[src/design/tpg_pkg.sv]
// -----------------------------------------------------------------------------
// tpg_pkg
// Shared types, constants and the CORDIC angle table for the trochoid point
// generator.
// -----------------------------------------------------------------------------
package tpg_pkg;

   // default CORDIC depth and the length of the angle table
   localparam int CORDIC_STAGES_DEF = 16;
   localparam int ATAN_TABLE_LEN    = 24;

   // field widths
   localparam int ANGLE_W  = 16;   // Q4.12
   localparam int RADIUS_W = 16;   // unsigned Q8.8
   localparam int RATIO_W  = 16;   // Q4.12
   localparam int OFFSET_W = 24;   // Q16.8
   localparam int POINT_W  = 32;   // Q24.8
   localparam int XY_W     = 18;   // CORDIC x / y, Q1.14 with headroom
   localparam int Z_W      = 20;   // CORDIC residual angle, Q.16
   localparam int TERM_W   = 18;   // Q.12 curve terms
   localparam int PROD_W   = RATIO_W + XY_W;        // ratio * sin / cos
   localparam int SCALE_W  = RADIUS_W + 1 + TERM_W; // radius * term

   // fixed-point constants
   localparam logic signed [ANGLE_W:0] PI_Q12     = 17'sd12868;
   localparam logic signed [ANGLE_W:0] TWO_PI_Q12 = 17'sd25736;
   localparam logic signed [Z_W-1:0]   PI_Q16     = 20'sd205887;
   localparam logic signed [Z_W-1:0]   HALF_PI_Q16 = 20'sd102944;
   localparam logic signed [XY_W-1:0]  GAIN_Q14   = 18'sd9949;
   localparam logic signed [TERM_W-1:0] ONE_Q12   = 18'sd4096;

   // configuration register map
   localparam int CSR_INDEX_W = 8;
   localparam int CSR_DATA_W  = OFFSET_W;
   localparam logic [CSR_INDEX_W-1:0] REG_RADIUS   = 8'd0;
   localparam logic [CSR_INDEX_W-1:0] REG_RATIO    = 8'd1;
   localparam logic [CSR_INDEX_W-1:0] REG_OFFSET_X = 8'd2;
   localparam logic [CSR_INDEX_W-1:0] REG_OFFSET_Y = 8'd3;

   localparam logic [RADIUS_W-1:0]        RADIUS_RST = 16'd256;
   localparam logic signed [RATIO_W-1:0]  RATIO_RST  = 16'sd4096;

   // word entering the CORDIC pipe
   typedef struct packed {
      logic signed [Z_W-1:0]     z;
      logic                      neg;
      logic signed [ANGLE_W-1:0] angle;
   } cordic_in_type;

   // word leaving the CORDIC pipe
   typedef struct packed {
      logic signed [XY_W-1:0]    cos_val;
      logic signed [XY_W-1:0]    sin_val;
      logic signed [ANGLE_W-1:0] angle;
   } cordic_out_type;

   // round(atan(2^-i) * 65536)
   function automatic logic signed [Z_W-1:0] atan_q16(input int i);
      logic signed [Z_W-1:0] a;
      case (i)
         0:       a = 20'sd51472;
         1:       a = 20'sd30385;
         2:       a = 20'sd16055;
         3:       a = 20'sd8150;
         4:       a = 20'sd4091;
         5:       a = 20'sd2047;
         6:       a = 20'sd1024;
         7:       a = 20'sd512;
         8:       a = 20'sd256;
         9:       a = 20'sd128;
         10:      a = 20'sd64;
         11:      a = 20'sd32;
         12:      a = 20'sd16;
         13:      a = 20'sd8;
         14:      a = 20'sd4;
         15:      a = 20'sd2;
         16:      a = 20'sd1;
         default: a = '0;
      endcase
      return a;
   endfunction

endpackage

[src/design/tpg_cordic.sv]
// -----------------------------------------------------------------------------
// tpg_cordic
// Pipelined rotation-mode CORDIC, one micro-rotation per stage, followed by a
// sign-restore stage. Each stage holds its word until the next one frees up.
// -----------------------------------------------------------------------------
module tpg_cordic #(
   parameter int CORDIC_STAGES = tpg_pkg::CORDIC_STAGES_DEF
) (
   input  logic                    clock,
   input  logic                    reset,
   input  logic                    in_valid,
   output logic                    in_ready,
   input  tpg_pkg::cordic_in_type  in_word,
   output logic                    out_valid,
   input  logic                    out_ready,
   output tpg_pkg::cordic_out_type out_word
);

   localparam int N = CORDIC_STAGES;

   logic                             v_ff   [0:N];
   logic                             rdy    [0:N];
   logic signed [tpg_pkg::XY_W-1:0]  x_ff   [0:N-1];
   logic signed [tpg_pkg::XY_W-1:0]  y_ff   [0:N-1];
   logic signed [tpg_pkg::Z_W-1:0]   z_ff   [0:N-1];
   logic                             neg_ff [0:N-1];
   logic signed [tpg_pkg::ANGLE_W-1:0] t_ff [0:N-1];

   tpg_pkg::cordic_out_type out_ff;

   genvar k;
   generate
      for (k = 0; k < N; k++) begin : g_stage
         logic                               src_v;
         logic signed [tpg_pkg::XY_W-1:0]    src_x, src_y, x_in, y_in;
         logic signed [tpg_pkg::Z_W-1:0]     src_z, z_in;
         logic                               src_neg;
         logic signed [tpg_pkg::ANGLE_W-1:0] src_t;

         if (k == 0) begin : g_first
            assign src_v   = in_valid;
            assign src_x   = tpg_pkg::GAIN_Q14;
            assign src_y   = '0;
            assign src_z   = in_word.z;
            assign src_neg = in_word.neg;
            assign src_t   = in_word.angle;
         end else begin : g_next
            assign src_v   = v_ff[k-1];
            assign src_x   = x_ff[k-1];
            assign src_y   = y_ff[k-1];
            assign src_z   = z_ff[k-1];
            assign src_neg = neg_ff[k-1];
            assign src_t   = t_ff[k-1];
         end

         assign rdy[k] = !v_ff[k] || rdy[k+1];

         always_comb begin
            if (src_z >= 0) begin
               x_in = src_x - (src_y >>> k);
               y_in = src_y + (src_x >>> k);
               z_in = src_z - tpg_pkg::atan_q16(k);
            end else begin
               x_in = src_x + (src_y >>> k);
               y_in = src_y - (src_x >>> k);
               z_in = src_z + tpg_pkg::atan_q16(k);
            end
         end

         always_ff @(posedge clock) begin
            if (reset) begin
               v_ff[k] <= 1'b0;
            end else if (rdy[k]) begin
               v_ff[k] <= src_v;
            end
         end

         always_ff @(posedge clock) begin
            if (rdy[k] && src_v) begin
               x_ff[k]   <= x_in;
               y_ff[k]   <= y_in;
               z_ff[k]   <= z_in;
               neg_ff[k] <= src_neg;
               t_ff[k]   <= src_t;
            end
         end
      end
   endgenerate

   // sign restore for angles folded by pi
   assign rdy[N] = !v_ff[N] || out_ready;

   always_ff @(posedge clock) begin
      if (reset) begin
         v_ff[N] <= 1'b0;
      end else if (rdy[N]) begin
         v_ff[N] <= v_ff[N-1];
      end
   end

   always_ff @(posedge clock) begin
      if (rdy[N] && v_ff[N-1]) begin
         out_ff.cos_val <= neg_ff[N-1] ? -x_ff[N-1] : x_ff[N-1];
         out_ff.sin_val <= neg_ff[N-1] ? -y_ff[N-1] : y_ff[N-1];
         out_ff.angle   <= t_ff[N-1];
      end
   end

   assign in_ready  = rdy[0];
   assign out_valid = v_ff[N];
   assign out_word  = out_ff;

   // a free output frees the whole pipe
   a_ready_when_empty: assert property (@(posedge clock) disable iff (reset)
      !v_ff[N] |-> in_ready)
      else $error("cordic pipe stalls with empty output stage");

   // a held output word stays put
   a_hold: assert property (@(posedge clock) disable iff (reset)
      out_valid && !out_ready |=> out_valid && $stable(out_word))
      else $error("cordic output changed while stalled");

   // sine and cosine stay near unit magnitude
   a_range: assert property (@(posedge clock) disable iff (reset)
      out_valid |-> (out_word.cos_val <= 18'sd16500) && (out_word.cos_val >= -18'sd16500)
                 && (out_word.sin_val <= 18'sd16500) && (out_word.sin_val >= -18'sd16500))
      else $error("cordic output out of range");

endmodule

[config.mk]
export PLATFORM = sky130hd
export DESIGN_NAME = tpg_cordic
export DESIGN_NICKNAME = d
export VERILOG_FILES = /design/src/design/tpg_pkg.sv /design/src/design/tpg_cordic.sv
export SDC_FILE = /design/constraint.sdc
export NUM_CORES = 2
export LEC_CHECK = 0
export ABC_AREA = 1
export BUFFER_PORTS_ARGS = -buffer_cell sky130_fd_sc_hd__buf_4
export CAP_MARGIN = 0
export CORE_UTILIZATION = 63
export DETAILED_ROUTE_END_ITERATION = 6
export PLACE_DENSITY = 0.77
export RECOVER_POWER = 25
export SETUP_SLACK_MARGIN = 0.3
export SLEW_MARGIN = 20
export SYNTH_ARGS = -nofsm -noshare
export SYNTH_HDL_FRONTEND = slang
export SYNTH_SLANG_ARGS = --single-unit
[constraint.sdc]
create_clock -name clock -period 6.2 [get_ports clock]
set_input_delay 0.31 -clock clock [delete_from_list [all_inputs] [get_ports clock]]
set_output_delay 0.31 -clock clock [all_outputs]
set_load 0.1 [all_outputs]
# After elaboration in Yosys (flattened, before gate mapping)
# Memories as Yosys holds them, arrays and structs flattened. A register that Yosys moved wholly into a read port is not among the register bits.
# Index checks and enable logic that the tools add are counted.
[word_totals]
mem_count = 6
wordCells = 337
ramBits = 1185
input_bits = 41
regBits = 36
output_inout_bits = 54
[mem_list]
columns = ["memory", "words", "word_bits", "rd", "rd_clocked_by_memory_dff", "wr", "line", "rtl"]
rows = [
  ["z_ff", 16, 20, 15, 0, 16, "tpg_cordic.sv:25", "logic signed [tpg_pkg::Z_W-1:0] z_ff [0:N-1];"],
  ["x_ff", 16, 18, 16, 0, 16, "tpg_cordic.sv:23", "logic signed [tpg_pkg::XY_W-1:0] x_ff [0:N-1];"],
  ["y_ff", 16, 18, 16, 0, 16, "tpg_cordic.sv:24", "logic signed [tpg_pkg::XY_W-1:0] y_ff [0:N-1];"],
  ["t_ff", 16, 16, 16, 1, 16, "tpg_cordic.sv:27", "logic signed [tpg_pkg::ANGLE_W-1:0] t_ff [0:N-1];"],
  ["v_ff", 17, 1, 17, 0, 17, "tpg_cordic.sv:21", "logic v_ff [0:N];"],
  ["neg_ff", 16, 1, 16, 0, 16, "tpg_cordic.sv:26", "logic neg_ff [0:N-1];"],
]
[op_classes]
n_reduce_logical = 51
order_cmp = 16
muxes = 151
bitwise = 17
n_addsub = 94
[op_table]
columns = ["cell", "count"]
rows = [
  ["two-way mux 18 bit", 33],
  [">= comparator 20 x 1 -> 1 bit (second input constant)", 16],
  ["two-way mux 20 bit", 16],
  ["two-way mux 1 bit", 102],
  ["adder 20 x 12 -> 20 bit (second input constant)", 2],
  ["subtractor 20 x 12 -> 20 bit (second input constant)", 2],
  ["adder 18 x 10 -> 18 bit", 2],
  ["adder 18 x 11 -> 18 bit", 2],
  ["adder 18 x 12 -> 18 bit", 2],
  ["adder 18 x 13 -> 18 bit", 2],
  ["adder 18 x 14 -> 18 bit", 2],
  ["adder 18 x 15 -> 18 bit", 2],
  ["adder 18 x 16 -> 18 bit", 2],
  ["adder 18 x 17 -> 18 bit", 2],
  ["adder 18 x 3 -> 18 bit", 2],
  ["adder 18 x 4 -> 18 bit", 2],
  ["adder 18 x 5 -> 18 bit", 2],
  ["adder 18 x 6 -> 18 bit", 2],
  ["adder 18 x 7 -> 18 bit", 2],
  ["adder 18 x 8 -> 18 bit", 2],
  ["adder 18 x 9 -> 18 bit", 2],
  ["negation 18 bit", 2],
  ["subtractor 18 x 10 -> 18 bit", 2],
  ["subtractor 18 x 11 -> 18 bit", 2],
  ["other kinds (45)", 122],
]

# Logic depth before layout (Yosys ltp)
# An unclocked memory read counts as a cell.
[logic_depth]
ltp_word = 23
depth_mapped = 22
ltp_nobuf = 22

# Least setup slack after synthesis
# Ideal clock, no wire load.
[synth_path]
path_type = "reg-to-reg"
startpoint = "memory v_ff[16]"
endpoint = "memory neg_ff[5][0], in the netlist neg_ff[0][5], enable pin"
t_arrival_ns = 4.550
stages_incl_launch_ff = 10
slack_ns = 1.144
path_cell_list = "edfxtp_1 -> nand3_2 -> nor2_4 -> nand4_2 -> nor2_2 -> nand4_2 -> nor2_4 -> nand2_2 -> inv_2 -> nor2_1"
[synth_rtl]
columns = ["element", "line"]
rows = [
  ["from (decl)", "tpg_cordic.sv:21"],
  ["to (decl)", "tpg_cordic.sv:26"],
]

==> flow_metrics.py <==
metrics = {
    "cts": {
        "cts.sinks": 1157,
        "ctsHtreeMaxLevel": 3,
        "root_buffer": "clkbuf_16",
        "path_clk_slew_ps": 60,
        "cts_made_buffers": 120,
        "cts_setup_buffers": 0,
        "postCtsHoldBufs": 27,
        "clockBufferDepth": 3,
        "cts_tree": "done",
        "ctsResizeCount": 0,
        "clk_latency_ps": 760,
    },
    "routing": {
        "num_vias": 55414,
        "via_per_inst": 5.67,
        "first_pass_iters": 6,
        "drc_errors": 0,
        "drt_wl_total_um": 167000,
        "drtIter0Drc": 4165,
        "antenna_left": 0,
        "wire_per_inst_um": 17.1,
    },
    "power": {
        "p_leak_nw": 35.1,
        "p_total_mw": 19.0,
        "ir_worst_vdd_mv": 0.255,
        "powerDensity_nw_per_um2": 230,
    },
    "yosys": {
        "synth_cell_types": 56,
        "synthArstFlopShare_pct": 0,
        "netlist_area_sq_um": 75500,
        "synth_edf_count": 1157,
        "synth_flop_cell": "edfxtp_1",
        "syn_area_per_cell_sq_um": 9.64,
        "syn_inst": 7836,
        "yosys_register_bits": 1157,
        "yosys_warnings": 0,
        "yosysSeqAreaShare_pct": 46.0,
    },
    "floorplan": {
        "ios": 95,
        "core_sq_um": 118000,
        "rows": 126,
        "die_w_um": 348,
        "die_height_um": 348,
        "start_util_pct": 63.8,
        "dieArea_sq_um": 121000,
    },
    "critical_path": {
        "crit_family": "simple AND/OR/NAND/NOR gates",
        "worst_setup_path_start_kind": "flop",
        "r2r.worst_path.cells": 16,
        "cpMaxStageDelayCell": "edfxtp_1",
        "endpoint_kind": "flop",
        "path_max_fanout": 30,
        "path_depth": 16,
        "crit_required_ps": 6700,
        "max_stage_delay_ps": 560,
        "path_cells": "inv_1 > ha_1 > nand2_2 > nor4_2 > nand4_2 > nand2_4 > nand2_1 > o21ai_0 > ha_1 > nand2_1 > nor2_1 > a211oi_1 > o211ai_1 > a21oi_1 > o21ai_1 > xor2_1",
        "cp_num_buf_inv": 1,
        "crit_arrival_ps": 4870,
        "crit_type": "flop to flop",
    },
    "timing": {
        "clock_skew_ps": 61.7,
        "hold_viol": 0,
        "slew_violations": 108,
        "setup_viol": 0,
        "fmax_mhz": 229,
        "maxSlewHeadroom_pct": -90.8,
        "rsz0062_at_grt": "false",
        "period_minus_slack_ps": 4370,
        "post-route-period-util_pct": 70.5,
        "layout_setup_ws_ps": 1830,
        "worstMarginPinSlew_ps": 2860,
        "fin_tns_setup_ps": 0,
    },
    "place": {
        "pre_cts_ws_ps": 1690,
        "hpwlAfterDp_um": 129000,
        "place_area_sq_um": 78300,
        "gp_congestion": 0.963,
        "port_buffers": 94,
        "place_inst": 9515,
    },
    "finish": {
        "drive_gt1_share_pct": 4.36,
        "antennaDiodeCount": 0,
        "layout.nets": 8928,
        "fin_area_sq_um": 82400,
        "area_growth_pct": 9.03,
        "finalNonFillerCells": 9765,
    },
    "hold_path": {
        "holdCritPathClass": "primary input to flop",
        "hold_depth": 4,
    },
    "status": {
        "violations": "capacitance limit, slew limit",
        "status": "complete, but fails checks",
    },
    "flow_run": {
        "max_cap_viol_count": 2,
    },
    "global_route": {
        "grt_first_pass_wirelength_um": 271000,
        "grtUsageTotal_pct": 27.5,
        "grt-ovfl-total": 0,
        "grt_max_degree": 74,
        "grt_pass1_vias": 53653,
        "antenna_found_initial": 0,
    },
}
## cell usage in the layout (no fill, tap or decap), types with 49 or more instances in the layout
cell	synthesis	final
o31ai_1	70	70
inv_1	1013	1010
ha_1	778	778
clkbuf_16	0	121
xnor2_1	301	301
clkbuf_1	18	86
nand4_1	47	49
nor3_1	129	129
edfxtp_1	1157	1157
o21ai_2	56	56
xor2_1	538	538
nand3_1	266	267
a21oi_1	683	683
nand2_1	1452	1451
o21ai_0	325	325
nor2_1	497	493
## registers in the layout, summed over array words and instances, names as in the netlist
register,count
x_ff,267
neg_ff,16
v_ff,17
t_ff,256
z_ff,281
out_word,52
y_ff,268
## final timing paths
path / startpoint / to / slack (ps)
worst min-delay path: in_word[36] / z_ff[0][19] / 70
worst min register to register: t_ff[6][11] / t_ff[7][11] / 410
worst max-delay path: z_ff[1][119] / x_ff[1][123] / 1830
worst max register to register: z_ff[1][119] / x_ff[1][123] / 1830
## layout make-up
cell class	count	area, sq um
Fill cell	8827	36000
Tap cell	1600	2000
Clock buffer	145	3120
Sequential cell	1157	34700
Multi-Input combinational cell	5615	36800
Timing Repair Buffer	146	931
Clock inverter	78	942
Inverter	1024	3840
## synthesized netlist by cell type (all sizes together) (29+ instances only)
library cell  number  area (sq um)
inv             1023          3840
a21o              41           308
a21boi            37           278
ha               778          9730
o2111ai           29           254
edfxtp          1157         34700
a31oi             43           269
o31ai             70           526
nor3             136           716
nand4             50           332
xnor2            301          2640
nand3            268          1350
a21oi            683          3420
o211ai            33           263
fa                45           901
xor2             540          4740
nor4              45           294
nor2             505          1930
nand2           1468          5560
o21ai            420          2310
## power by group
part	switching (mW)	internal (mW)	leakage, nW
registers	0.161	8.90	10.5
clock network	3.15	4.20	1.92
logic	1.58	0.987	22.7
## routing by layer
metal  up-vias  global-route usage [%]  share of wire, %
met3       275                    4.01               5.9
met4         0                    6.79               2.1
met1     26068                    36.3                43
li1      27533                       -                 -
met5         -                       0                 0
met2      1538                    47.5                49
## tightest hold or removal path: stages
cell	delay, ps
buf_4	90
inv_1	50
nor2_1	130
xnor2_1	130
## kinds of logic (layout without fill, tap and decap cells)
group	count (synthesis)	after routing	share of synthesized area, %
AND/OR/NAND/NOR	2512	2512	13.8
AO/OA/AOI/OAI	1436	1436	11.0
flip-flops	1157	1157	46.0
buffers and inverters	1065	1393	5.34
XOR/XNOR	841	841	9.77
adder cells (fa/ha/maj)	823	823	14.1
other	2	3	0.00994
## metrics by stage
step	hold WS (ps)	util, %
finish	73.6	69.6
floorplan	400	-
detailed placement	405	66.1
CTS	35.0	69.8
global placement	401	66.1
global route	75.0	69.6
No activity file was read; power rests on OpenSTA's default activity.
